## config.mk

```make
export PLATFORM = sky130hd
export DESIGN_NAME = modulation_routing_matrix_top
export DESIGN_NICKNAME = d
export VERILOG_FILES = /design/src/rtl/core/modrm_pkg.sv /design/src/rtl/core/modrm_datapath.sv /design/src/rtl/core/modrm_ctrl.sv /design/src/rtl/core/modulation_routing_matrix_top.sv
export VERILOG_INCLUDE_DIRS = /design/src /design/src/rtl/core
export SDC_FILE = /design/constraint.sdc
export NUM_CORES = 2
export LEC_CHECK = 0
export ABC_CLOCK_PERIOD_IN_PS = 8300
export BUFFER_PORTS_ARGS = -buffer_cell sky130_fd_sc_hd__buf_2
export CELL_PAD_IN_SITES_DETAIL_PLACEMENT = 1
export CELL_PAD_IN_SITES_GLOBAL_PLACEMENT = 2
export CORE_AREA = 2 2 522 524
export DETAILED_ROUTE_END_ITERATION = 8
export DIE_AREA = 0 0 524 526
export PLACE_DENSITY = 0.58
export SLEW_MARGIN = 5
export SYNTH_ARGS = -nofsm -noshare
export SYNTH_HDL_FRONTEND = slang
export SYNTH_SLANG_ARGS = --single-unit
```

## constraint.sdc

```tcl
create_clock -name clock -period 8.3 [get_ports clock]
set_input_delay 1.66 -clock clock [delete_from_list [all_inputs] [get_ports clock]]
set_output_delay 1.66 -clock clock [all_outputs]
set_load 0.02 [all_outputs]
```

## src/rtl/core/assert_macros.svh

```systemverilog
// Assertion macros shared by the routing matrix modules
`ifndef ASSERT_MACROS_SVH
`define ASSERT_MACROS_SVH
`ifndef NO_ASSERTIONS
`define ASSERT_CLK(label, clk, rst, prop, msg) \
   label: assert property (@(posedge clk) disable iff (rst) (prop)) else $error(msg);
`define ASSERT_NEVER(label, clk, rst, expr, msg) \
   label: assert property (@(posedge clk) disable iff (rst) !(expr)) else $error(msg);
`else
`define ASSERT_CLK(label, clk, rst, prop, msg)
`define ASSERT_NEVER(label, clk, rst, expr, msg)
`endif
`endif

```

## src/rtl/core/modrm_pkg.sv

```systemverilog
// Package of types and constants for the modulation routing matrix
package modrm_pkg;
   localparam int MaxRoutes  = 32;
   localparam int NumTargets = 32;
   localparam int IdxW = 5;
   localparam int CntW = 6;

   localparam logic [3:0] FN_ADD = 4'd0, FN_REMOVE = 4'd1, FN_SET_AMT = 4'd2,
      FN_SET_BIP = 4'd3, FN_SET_ACT = 4'd4, FN_CLEAR = 4'd5, FN_BEGIN = 4'd6,
      FN_SAMPLE = 4'd7, FN_RD_TGT = 4'd8, FN_RD_RT = 4'd9;

   localparam logic [1:0] ST_DONE = 2'd0, ST_FULL = 2'd1, ST_BADIDX = 2'd2;

   localparam logic signed [16:0] DepthThresh = 17'sd32;
   localparam logic signed [21:0] SumMax = 22'sd2097151;
   localparam logic signed [21:0] SumMin = 22'sh200000;

   typedef struct packed {
      logic [3:0]        func;
      logic [4:0]        route_index;
      logic [3:0]        source_id;
      logic [4:0]        target_id;
      logic signed [15:0] amount;
      logic              flag;
      logic signed [15:0] sample;
   } req_type;

   typedef struct packed {
      logic [1:0]         status;
      logic [4:0]         slot;
      logic signed [21:0] target_value;
      logic [3:0]         out_source;
      logic [4:0]         out_target;
      logic signed [15:0] out_amount;
      logic               out_bipolar;
      logic               out_active;
   } rsp_type;

   // datapath commands
   typedef struct packed {
      logic load;      // capture request
      logic scan_rd;   // read slot scan_ff from the table
      logic scan_chk;  // examine registered slot read
      logic wr_new;    // append a routing
      logic wr_set;    // field edit at route_index, or matched-slot update on add
      logic shift_wr;  // copy registered slot down by one
      logic dec_cnt;
      logic clr_cnt;
      logic clr_sum;   // start sum clearing sweep
      logic rd_tgt;
      logic rd_rt;
      logic finish;    // build response
   } cmd_type;

   typedef struct packed {
      logic       valid_idx;
      logic       full;
      logic       match;     // registered slot matches source/target
      logic       scan_last; // scan_ff past the last used slot
      logic       sum_busy;
   } sts_type;
endpackage

```

## src/rtl/core/modrm_datapath.sv

```systemverilog
// Datapath of the routing matrix: routing table, target sums and multiply-add
module modrm_datapath
   import modrm_pkg::*;
(
   input  logic    clock,
   input  logic    reset,
   input  req_type req,
   input  cmd_type cmd,
   output sts_type sts,
   output rsp_type rsp
);
`include "assert_macros.svh"
   typedef struct packed {
      logic [3:0]         src;
      logic [4:0]         dst;
      logic signed [15:0] depth;
      logic               bip;
      logic               on;
   } route_type;

   route_type          table_mem [MaxRoutes];
   logic signed [21:0] sum_mem [NumTargets];

   req_type            req_ff;
   logic [CntW-1:0]    cnt_ff, cnt_in;
   logic [CntW-1:0]    scan_ff, scan_in;
   route_type          rd_ff;
   logic [IdxW-1:0]    rd_idx_ff;
   logic               hit_ff, hit_in;
   logic [IdxW-1:0]    hit_slot_ff, hit_slot_in;
   logic               idx_ok_ff;
   logic               app_ff;
   logic signed [33:0] prod_ff;
   logic               prod_vld_ff;
   logic [IdxW-1:0]    prod_dst_ff;
   logic               clr_busy_ff;
   logic [IdxW-1:0]    clr_idx_ff;
   rsp_type            rsp_ff, rsp_in;
   logic signed [21:0] sum_rd_ff;

   logic signed [17:0] v_c;
   logic signed [16:0] dabs_c;
   logic               use_c;
   logic signed [22:0] add_c;
   logic signed [17:0] round_c;
   logic signed [21:0] sum_new_c;

   assign cnt_in = cmd.clr_cnt ? '0 : cmd.dec_cnt ? cnt_ff - 1'b1 :
                   cmd.wr_new ? cnt_ff + 1'b1 : cnt_ff;
   // a remove walks the slots above the removed one
   assign scan_in = cmd.load ? ((req.func == FN_REMOVE) ? CntW'(req.route_index) + 1'b1 : '0) :
                    cmd.scan_rd ? scan_ff + 1'b1 : scan_ff;

   assign sts.valid_idx = idx_ok_ff;
   assign sts.full      = cnt_ff >= CntW'(MaxRoutes);
   assign sts.match     = rd_ff.src == req_ff.source_id && rd_ff.dst == req_ff.target_id;
   assign sts.scan_last = scan_ff >= cnt_ff;
   assign sts.sum_busy  = clr_busy_ff;

   assign hit_in = cmd.load ? 1'b0 : (cmd.scan_chk && sts.match && !hit_ff) ? 1'b1 : hit_ff;
   assign hit_slot_in = (cmd.scan_chk && sts.match && !hit_ff) ? rd_idx_ff : hit_slot_ff;

   // sample contribution of the registered slot
   assign v_c    = rd_ff.bip ? 18'(req_ff.sample) :
                   (18'(req_ff.sample) <<< 1) - 18'sd32768;
   assign dabs_c = rd_ff.depth < 0 ? -17'(rd_ff.depth) : 17'(rd_ff.depth);
   assign use_c  = cmd.scan_chk && req_ff.func == FN_SAMPLE &&
                   rd_ff.src == req_ff.source_id && rd_ff.on && dabs_c > DepthThresh;
   assign round_c = 18'((prod_ff + 34'sd16384) >>> 15);
   assign add_c   = 23'(sum_rd_ff) + 23'(round_c);
   assign sum_new_c = add_c > 23'(SumMax) ? SumMax : add_c < 23'(SumMin) ? SumMin : add_c[21:0];

   always_comb begin
      rsp_in = rsp_ff;
      if (cmd.finish) begin
         rsp_in = '0;
         if (req_ff.func == FN_ADD) begin
            if (hit_ff) rsp_in.slot = hit_slot_ff;
            else if (app_ff) rsp_in.slot = cnt_ff[IdxW-1:0] - 1'b1;
            else rsp_in.status = ST_FULL;
         end else if (req_ff.func == FN_REMOVE || req_ff.func == FN_SET_AMT ||
                      req_ff.func == FN_SET_BIP || req_ff.func == FN_SET_ACT ||
                      req_ff.func == FN_RD_RT) begin
            if (!sts.valid_idx) begin
               rsp_in.status = ST_BADIDX;
            end else if (req_ff.func == FN_RD_RT) begin
               rsp_in.out_source  = rd_ff.src;
               rsp_in.out_target  = rd_ff.dst;
               rsp_in.out_amount  = rd_ff.depth;
               rsp_in.out_bipolar = rd_ff.bip;
               rsp_in.out_active  = rd_ff.on;
            end
         end else if (req_ff.func == FN_RD_TGT) begin
            rsp_in.target_value = sum_rd_ff;
         end
      end
   end

   always_ff @(posedge clock) begin
      if (reset) begin
         cnt_ff      <= '0;
         clr_busy_ff <= 1'b1;
         clr_idx_ff  <= '0;
         prod_vld_ff <= 1'b0;
         hit_ff      <= 1'b0;
      end else begin
         cnt_ff      <= cnt_in;
         hit_ff      <= hit_in;
         prod_vld_ff <= use_c;
         if (cmd.clr_sum) begin
            clr_busy_ff <= 1'b1;
            clr_idx_ff  <= '0;
         end else if (clr_busy_ff) begin
            clr_idx_ff <= clr_idx_ff + 1'b1;
            if (clr_idx_ff == IdxW'(NumTargets - 1)) clr_busy_ff <= 1'b0;
         end
      end
   end

   always_ff @(posedge clock) begin
      scan_ff     <= scan_in;
      hit_slot_ff <= hit_slot_in;
      rsp_ff      <= rsp_in;
      if (cmd.load) begin
         req_ff    <= req;
         idx_ok_ff <= {1'b0, req.route_index} < cnt_ff;
         app_ff    <= 1'b0;
      end else if (cmd.wr_new) begin
         app_ff <= 1'b1;
      end
      if (cmd.scan_rd) begin
         rd_ff     <= table_mem[scan_ff[IdxW-1:0]];
         rd_idx_ff <= scan_ff[IdxW-1:0];
      end else if (cmd.rd_rt) begin
         rd_ff <= table_mem[req_ff.route_index];
      end
      // write port: append, edit, shift or add-update
      if (cmd.wr_new) begin
         table_mem[cnt_ff[IdxW-1:0]] <= {req_ff.source_id, req_ff.target_id,
                                         req_ff.amount, req_ff.flag, 1'b1};
      end else if (cmd.shift_wr) begin
         table_mem[rd_idx_ff - 1'b1] <= rd_ff;
      end else if (cmd.wr_set) begin
         if (req_ff.func == FN_ADD)
            table_mem[rd_idx_ff] <= {rd_ff.src, rd_ff.dst, req_ff.amount, req_ff.flag, 1'b1};
         else if (req_ff.func == FN_SET_AMT)
            table_mem[req_ff.route_index] <= {rd_ff.src, rd_ff.dst, req_ff.amount, rd_ff.bip,
               (req_ff.amount < 0 ? -17'(req_ff.amount) : 17'(req_ff.amount)) > DepthThresh};
         else if (req_ff.func == FN_SET_BIP)
            table_mem[req_ff.route_index] <= {rd_ff.src, rd_ff.dst, rd_ff.depth, req_ff.flag,
                                              rd_ff.on};
         else
            table_mem[req_ff.route_index] <= {rd_ff.src, rd_ff.dst, rd_ff.depth, rd_ff.bip,
                                              req_ff.flag};
      end
      // multiply stage, then read-add-write of the target sum
      if (use_c) begin
         prod_ff     <= 34'(v_c) * 34'(rd_ff.depth);
         prod_dst_ff <= rd_ff.dst;
      end
      if (cmd.rd_tgt)
         sum_rd_ff <= sum_mem[req_ff.target_id];
      else if (use_c)
         sum_rd_ff <= sum_mem[rd_ff.dst];
      if (clr_busy_ff)
         sum_mem[clr_idx_ff] <= '0;
      else if (prod_vld_ff)
         sum_mem[prod_dst_ff] <= sum_new_c;
   end

   assign rsp = rsp_ff;

   `ASSERT_NEVER(a_cnt_range, clock, reset, cnt_ff > CntW'(MaxRoutes), "route count overflow")
   `ASSERT_NEVER(a_no_wr_clear, clock, reset, clr_busy_ff && prod_vld_ff, "sum update in clear")
   `ASSERT_CLK(a_dec_valid, clock, reset, cmd.dec_cnt |-> cnt_ff != '0, "remove on empty table")
endmodule

```

## src/rtl/core/modrm_ctrl.sv

```systemverilog
// Controller state machine of the routing matrix
module modrm_ctrl
   import modrm_pkg::*;
(
   input  logic    clock,
   input  logic    reset,
   input  logic    req_tvalid,
   output logic    req_tready,
   output logic    rsp_tvalid,
   input  logic    rsp_tready,
   input  req_type req,
   input  sts_type sts,
   output cmd_type cmd
);
`include "assert_macros.svh"
   localparam logic [3:0] S_IDLE = 4'd0, S_DISPATCH = 4'd1, S_SCAN = 4'd2, S_CHK = 4'd3,
      S_EDIT_RD = 4'd4, S_EDIT_WR = 4'd5, S_SHIFT = 4'd6, S_SHIFT_WR = 4'd7,
      S_RD = 4'd8, S_RD2 = 4'd9, S_FIN = 4'd10, S_DRAIN = 4'd11, S_OUT = 4'd12;

   logic [3:0] state_ff, state_in;
   logic [3:0] func_ff, func_in;
   logic [1:0] drain_ff, drain_in;

   assign req_tready = state_ff == S_IDLE && !sts.sum_busy;
   assign rsp_tvalid = state_ff == S_OUT;
   assign func_in = (req_tvalid && req_tready) ? req.func : func_ff;

   always_comb begin
      cmd      = '0;
      state_in = state_ff;
      drain_in = drain_ff;
      case (state_ff)
         S_IDLE: begin
            if (req_tvalid && !sts.sum_busy) begin
               cmd.load = 1'b1;
               state_in = S_DISPATCH;
            end
         end
         S_DISPATCH: begin
            case (func_ff)
               FN_ADD, FN_SAMPLE: state_in = S_SCAN;
               FN_REMOVE: state_in = sts.valid_idx ? S_SHIFT : S_FIN;
               FN_SET_AMT, FN_SET_BIP, FN_SET_ACT:
                  state_in = sts.valid_idx ? S_EDIT_RD : S_FIN;
               FN_CLEAR: begin
                  cmd.clr_cnt = 1'b1;
                  cmd.clr_sum = 1'b1;
                  state_in = S_FIN;
               end
               FN_BEGIN: begin
                  cmd.clr_sum = 1'b1;
                  state_in = S_FIN;
               end
               FN_RD_TGT: begin
                  cmd.rd_tgt = 1'b1;
                  state_in = S_RD2;
               end
               FN_RD_RT: begin
                  cmd.rd_rt = sts.valid_idx;
                  state_in = S_RD2;
               end
               default: state_in = S_FIN;
            endcase
         end
         // each slot is read in S_SCAN, then examined in S_CHK before the next read
         S_SCAN: begin
            if (sts.scan_last) begin
               drain_in = 2'd3;
               state_in = S_DRAIN;
            end else begin
               cmd.scan_rd = 1'b1;
               state_in = S_CHK;
            end
         end
         S_CHK: begin
            cmd.scan_chk = 1'b1;
            if (func_ff == FN_ADD && sts.match) begin
               cmd.wr_set = 1'b1;
               state_in = S_FIN;
            end else begin
               state_in = S_SCAN;
            end
         end
         S_DRAIN: begin
            // let the last multiply-add settle; append on a missed add
            if (drain_ff == 2'd3 && func_ff == FN_ADD && !sts.full) cmd.wr_new = 1'b1;
            drain_in = drain_ff - 1'b1;
            if (drain_ff == 2'd0) state_in = S_FIN;
         end
         S_EDIT_RD: begin
            cmd.rd_rt = 1'b1;
            state_in = S_EDIT_WR;
         end
         S_EDIT_WR: begin
            cmd.wr_set = 1'b1;
            state_in = S_FIN;
         end
         // read the slot above, then copy it down
         S_SHIFT: begin
            if (sts.scan_last) begin
               cmd.dec_cnt = 1'b1;
               state_in = S_FIN;
            end else begin
               cmd.scan_rd = 1'b1;
               state_in = S_SHIFT_WR;
            end
         end
         S_SHIFT_WR: begin
            cmd.shift_wr = 1'b1;
            state_in = S_SHIFT;
         end
         S_RD2: state_in = S_RD;
         S_RD:  state_in = S_FIN;
         S_FIN: begin
            cmd.finish = 1'b1;
            state_in = S_OUT;
         end
         S_OUT: if (rsp_tready) state_in = S_IDLE;
         default: state_in = S_IDLE;
      endcase
   end

   always_ff @(posedge clock) begin
      if (reset) begin
         state_ff <= S_IDLE;
         func_ff  <= '0;
         drain_ff <= '0;
      end else begin
         state_ff <= state_in;
         func_ff  <= func_in;
         drain_ff <= drain_in;
      end
   end

   `ASSERT_CLK(a_one_cmd, clock, reset, $onehot0({cmd.wr_new, cmd.shift_wr, cmd.wr_set}), "clash")
   `ASSERT_CLK(a_rsp_hold, clock, reset, (rsp_tvalid && !rsp_tready) |=> rsp_tvalid, "response dropped")
   `ASSERT_NEVER(a_busy_accept, clock, reset, req_tready && state_ff != S_IDLE, "accept while busy")
endmodule

```

## src/rtl/core/modulation_routing_matrix_top.sv

```systemverilog
// Modulation routing matrix: compacted table of up to 32 routings with target sums.
// Each item yields one response item. Add and sample walk the used slots through the
// table read port, reading each slot and then examining it; remove copies the slots
// above the removed one down. After reset, and after a clear or begin-frame item,
// the 32 target sums are zeroed one per cycle and no item is taken during that pass.
module modulation_routing_matrix_top
   import modrm_pkg::*;
(
   input  logic        clock,
   input  logic        reset,
   input  logic        req_tvalid,
   output logic        req_tready,
   // func, route_index, source_id, target_id, amount, flag, sample (lowest first)
   input  logic [55:0] req_tdata,
   output logic        rsp_tvalid,
   input  logic        rsp_tready,
   // status, slot, target_value, out_source, out_target, out_amount,
   // out_bipolar, out_active (lowest first)
   output logic [55:0] rsp_tdata
);
   req_type req;
   rsp_type rsp;
   cmd_type cmd;
   sts_type sts;

   assign req.func        = req_tdata[3:0];
   assign req.route_index = req_tdata[8:4];
   assign req.source_id   = req_tdata[12:9];
   assign req.target_id   = req_tdata[17:13];
   assign req.amount      = req_tdata[33:18];
   assign req.flag        = req_tdata[34];
   assign req.sample      = req_tdata[50:35];

   function automatic logic [55:0] curly_pad(input rsp_type r);
      curly_pad = {r.out_active, r.out_bipolar, r.out_amount, r.out_target,
                   r.out_source, r.target_value, r.slot, r.status};
   endfunction

   assign rsp_tdata = curly_pad(rsp);

   modrm_ctrl u_ctrl (
      .clock, .reset, .req_tvalid, .req_tready, .rsp_tvalid, .rsp_tready,
      .req, .sts, .cmd
   );

   modrm_datapath u_dp (
      .clock, .reset, .req, .cmd, .sts, .rsp
   );
endmodule

```

# == Word level (Yosys, flattened, before mapping) ==
# Memories as Yosys holds them, arrays and structs flattened. A register that Yosys moved wholly into a read port is not among the register bits.
# Cells that the tools add are included.
# totals
wordCells,257
out_inout_bits,58
regBits,236
mem_bits_rw,1568
mem_count,2
input_bits,60
# classes
n_bitwise,6
magnitude_cmp,9
eq_ne,37
multipliers,1
addsub,13
mux,107
n_reduce_logical,46
# mem_list
memory,words,width,read_ports,rd_clocked_by_memory_dff,wr,line_no,source
u_dp.table_mem,32,27,2,2,1,modrm_datapath.sv:21,route_type table_mem [MaxRoutes];
u_dp.sum_mem,32,22,2,2,1,modrm_datapath.sv:22,logic signed [21:0] sum_mem [NumTargets];
# op_table
op,count
two-way mux 27 bit,7
two-way mux 22 bit,5
OR reduction 27 bit,3
two-way mux 1 bit,58
two-way mux 5 bit,10
case mux 4 bit (12 select lines),1
"equality test 4 x 3 -> 1 bit, second input constant",10
"equality test 4 bit, second input constant",9
"> comparator 17 x 7 -> 1 bit, second input constant",2
two-way mux 17 bit,2
negator 16 -> 17 bit,2
"adder 33 x 16 -> 33 bit, second input constant",1
multiplier 18 x 16 -> 33 bit,1
"< comparator 16 x 1 -> 1 bit, second input constant",2
two-way mux 4 bit,8
two-way mux 6 bit,5
"equality test 4 x 2 -> 1 bit, second input constant",6
adder 22 x 18 -> 23 bit,1
"> comparator 23 x 22 -> 1 bit, second input constant",1
"< comparator 23 x 22 -> 1 bit, second input constant",1
OR reduction 22 bit,1
two-way mux 18 bit,1
"subtractor 17 x 17 -> 18 bit, second input constant",1
"equality test 4 x 1 -> 1 bit, second input constant",4
33 further kinds,77

# == Longest topological paths before layout ==
# depth
depth_word,13
depth_mapped,28
ltp_nobuf,27

# == Hierarchy ==
# Synthesis repeated with hierarchy kept, for this count alone.
# hier_totals
cells_unflattened,5277
hier_area_um2,94490.6
# modules_own_cells
module,cells_each,seq_area_each_um2,area_each_um2,n_inst
modrm_datapath,5166,53701.5,93674.8,1
modrm_ctrl,111,200.2,815.8,1

# == Least setup slack after synthesis ==
# Ideal clock, no wire load.
# synth_path
kind,register to register
startpoint,register u_dp.rd_ff[1] in the netlist's numbering
endpoint,register u_dp.prod_ff[29] (data pin)
setup_time_ns,0.259
synth_period_minus_slack_ns,6.597
t_required_ns,8.041
stages_incl_launch_ff,26
n_path_buf,2
arrival_time_ns,6.337
slack_ns,1.703
path_cell_list,edfxtp_1 buf_1 mux2_2 clkbuf_1 nand2_1 fa_1 inv_1 fa_1 inv_1 fa_1 inv_1 fa_1 fa_1 inv_1 fa_1 inv_1 ha_1 a21o_1 o2bb2ai_1 nand3_1 o211ai_1 and2_1 o311a_1 or2_2 a21oi_1 xnor2_1
# synth_between
elab_chain_cells,2
# synth_rtl
item,line_no,source
from (decl),modrm_datapath.sv:27,route_type rd_ff;
from (signal assigned),modrm_datapath.sv:132,rd_ff <= table_mem[scan_ff[IdxW-1:0]];
from (signal assigned),modrm_datapath.sv:135,rd_ff <= table_mem[req_ff.route_index];
two-way mux 18 bit,modrm_datapath.sv:64,assign v_c = rd_ff.bip ? 18'(req_ff.sample) :
multiplier 18 x 16 -> 33 bit,modrm_datapath.sv:158,prod_ff <= 34'(v_c) * 34'(rd_ff.depth);
to (signal assigned),modrm_datapath.sv:158,
to (decl),modrm_datapath.sv:33,logic signed [33:0] prod_ff;
# Every way passes these cells.
# A chain may end at the register's enable or synchronous reset.

# == Final worst setup path ==
# layout_path
startpoint,register u_dp.rd_ff[1] in the netlist's numbering
endpoint,register u_dp.prod_ff[32] (data pin)
# The elaborated chain is that of the path after synthesis.

==> results.json <==
{
  "outcome": "finished clean",
  "finalCriticalPeriod_ps": 7250,
  "nets": 5869,
  "syn_nets": 5725,
  "cp_max_fo": 16,
  "wl_per_cell_um": 32.6,
  "cts_tree": "done",
  "synth_top_area_frac": 0.563,
  "setup_viol": 0,
  "drv_slew": 0,
  "crit_arrival_ps": 7770,
  "async_flop_share": 0,
  "drtIter0Drc": 3971,
  "grt_pass1_wl_um": 427000,
  "grt_max_degree": 129,
  "drc": 0,
  "num_rows": 191,
  "die_h_um": 526,
  "finalHoldViolations": 0,
  "first_global_vias": 56900,
  "place_congestion": 0.765,
  "syn_area_mm2": 0.0942,
  "fmax_ghz": 0.138,
  "ys_types": 79,
  "rsz0062_at_grt": "no",
  "ctsHtreeMaxLevel": 4,
  "cts_hold_buf": 0,
  "clockBufferDepth": 4,
  "drive_gt1_frac": 0.307,
  "place_ws_ps": 601,
  "io_pins": 118,
  "drv_cap": 0,
  "final.setup.worst_slack_ps": 1050,
  "syn_avg_cell_area_um2": 17.9,
  "hpwl_um": 178000,
  "numCtsBuffers": 212,
  "die_area_mm2": 0.276,
  "grt_use_met2": 0.383,
  "synthFlopType": "edfxtp_1",
  "die_w_um": 524,
  "final.period_utilization": 0.873,
  "synth_edf_count": 1765,
  "p_total_mw": 47.5,
  "tns_ps": 0,
  "yosysTopAreaCell": "edfxtp_1",
  "cts_sinks": 1810,
  "root_buffer": "clkbuf_16",
  "gr-total-overflow": 0,
  "ys_seq_elements": 1810,
  "grt_use_met3": 0.0233,
  "clkTransAtPathRegs_ps": 60,
  "max_slew_margin": 0.233,
  "synth.yosys.seq_area_share": 0.572,
  "postCtsResizedCells": 0,
  "clock_skew_ps": 110,
  "powerDensity_mw_per_mm2": 446,
  "min_path_cells": 1,
  "drtPass1Iterations": 5,
  "grt_busiest_layer": "met2",
  "wirelength_um": 298000,
  "worstRegToRegCells": 25,
  "yosysMostFrequentCell": "edfxtp_1",
  "vias": 51700,
  "synth_common_cells": "edfxtp_1, mux4_2, inv_1",
  "grtUsageMet1": 0.286,
  "nFillCells": 26000,
  "hp-class": "register to register",
  "end_kind": "register",
  "antenna_left": 0,
  "leakagePower_nw": 36.6,
  "ys_top_cells_by_area": "edfxtp_1, mux4_2, fa_1",
  "vdd_ir_drop_max_mv": 1.66,
  "synth.yosys.warnings": 0,
  "syn_inst": 5252,
  "initial_utilization": 0.349,
  "critPathLaunchType": "register",
  "crit_type": "register to register",
  "area_growth_pct": 13.1,
  "worst_pin_slew_ps": 1150,
  "numPortBuffers": 112,
  "grt_util_all_layers": 0.217,
  "coreArea_mm2": 0.270,
  "antenna_found_initial": 17,
  "cp.required_ps": 8820,
  "clkLatencyLatePin_ps": 890,
  "routed_via_density": 5.65
}
flip-flops by register name, summed over array words and instances (netlist names), 2 cells and up, named ones only:
register / count
u_dp.rd_idx_ff: 5
u_ctrl.drain_ff: 2
u_dp.prod_dst_ff: 5
u_dp.table_mem: 864
u_dp.rd_ff: 27
u_ctrl.func_ff: 4
u_dp.prod_ff: 19
u_dp.req_ff: 51
u_dp.scan_ff: 6
u_dp.clr_idx_ff: 5
u_dp.hit_slot_ff: 5
u_dp.sum_rd_ff: 22
u_ctrl.state_ff: 4
u_dp.cnt_ff: 6
u_dp.sum_mem: 704
u_dp.rsp: 56
through the flow:
step,hold WS [ps],instances,area (um2),utilization
final,458,9139,107000,0.395
after global routing,493,9137,107000,0.395
after CTS,462,9131,107000,0.395
after global placement,439,8750,99900,0.370
after floorplan,425,5252,94200,-
after detailed placement,447,8750,99900,0.370
critical path, cell delays in order, from the launching register on:
cell       delay, ps
edfxtp_1         350
buf_4            170
buf_4            200
mux2_2           540
nand2_1          140
fa_1             530
inv_1             80
fa_1             510
inv_1             50
fa_1             560
inv_1             60
fa_1             470
fa_1             500
inv_1             50
fa_1             470
inv_1             40
ha_1             330
nand3_1          160
o2bb2ai_1        350
a32oi_1          160
nand4_1          180
nand2_1          100
a21oi_1          330
a211oi_1         210
o211a_1          270
xnor2_1          120
final cells by class:
class | count | area, um2 | area share
sequential | 1810 | 54000 | 0.507
antenna | 6 | 15.0 | 0.000141
clock inverter | 124 | 1040 | 0.00979
clock buffer | 257 | 5560 | 0.0522
timing repair buffer | 258 | 1880 | 0.0177
multi-input combinational | 2751 | 38300 | 0.359
inverter | 363 | 1360 | 0.0128
tap | 3570 | 4470 | 0.0419
path summary, 6_finish.rpt:
kind                                          to  slack (ps)            from
worst min register to register    u_dp.cnt_ff[5]         460  u_dp.cnt_ff[5]
worst max register to register  u_dp.prod_ff[32]        1050   u_dp.rd_ff[1]
worst min-delay path              u_dp.cnt_ff[5]         460  u_dp.cnt_ff[5]
worst max-delay path            u_dp.prod_ff[32]        1050   u_dp.rd_ff[1]
per-layer routing:
layer  wire, um  up-vias
met3      10800      357
met1     124000    28900
met2     156000     1136
met5         27        -
li1           -    21200
met4       7430        4
report_power, final:
| group | switching (mW) | internal (mW) | total [mW] |
|---|---|---|---|
| Clock | 3.82 | 5.23 | 9.05 |
| Combinational | 15.2 | 11.6 | 26.7 |
| Sequential | 0.431 | 11.3 | 11.8 |
| Total | 19.4 | 28.1 | 47.5 |
cell families (layout without fill, tap and decap cells):
family	after synthesis	in the layout	share of synthesized area
and+or+nand+nor	802	802	0.0413
muxes	1126	1126	0.251
AOI/OAI and AO/OA	312	312	0.0213
other	0	6	0
buffers and inverters	691	1002	0.0279
adders and majority gates	414	414	0.0777
xor gates and xnor gates	97	97	0.00902
DFF	1810	1810	0.572
timing repair:
action	in CTS	in global routing
setup buffers	0	2
endpoints found under the setup margin	0	1
endpoints found under the hold margin	0	0
layout by cell type, fill, tap and decap left out, types with 10 or more instances in the layout:
| cell type | n |
|---|---|
| nor2_1 | 97 |
| and2_1 | 178 |
| clkinv_1 | 60 |
| ha_1 | 128 |
| buf_12 | 18 |
| edfxtp_1 | 1765 |
| a21o_1 | 36 |
| o21ai_0 | 47 |
| dfxtp_1 | 25 |
| dfxtp_4 | 16 |
| clkinv_2 | 32 |
| nor2b_1 | 35 |
| xor2_1 | 37 |
| fa_1 | 285 |
| clkbuf_1 | 40 |
| buf_2 | 112 |
| nor2_4 | 65 |
| and3_1 | 17 |
| a21oi_1 | 95 |
| buf_4 | 128 |
| nand4_1 | 17 |
| a211oi_1 | 32 |
| o21a_1 | 10 |
| mux2_2 | 73 |
| nand3_1 | 32 |
| inv_1 | 359 |
| clkbuf_16 | 215 |
| nor3_1 | 23 |
| mux4_2 | 980 |
| mux2i_1 | 73 |
| xnor2_1 | 60 |
| bufinv_16 | 16 |
| nand2b_1 | 18 |
| nand2_1 | 275 |
| o21ai_1 | 11 |
(Power assumes the default switching activity.)
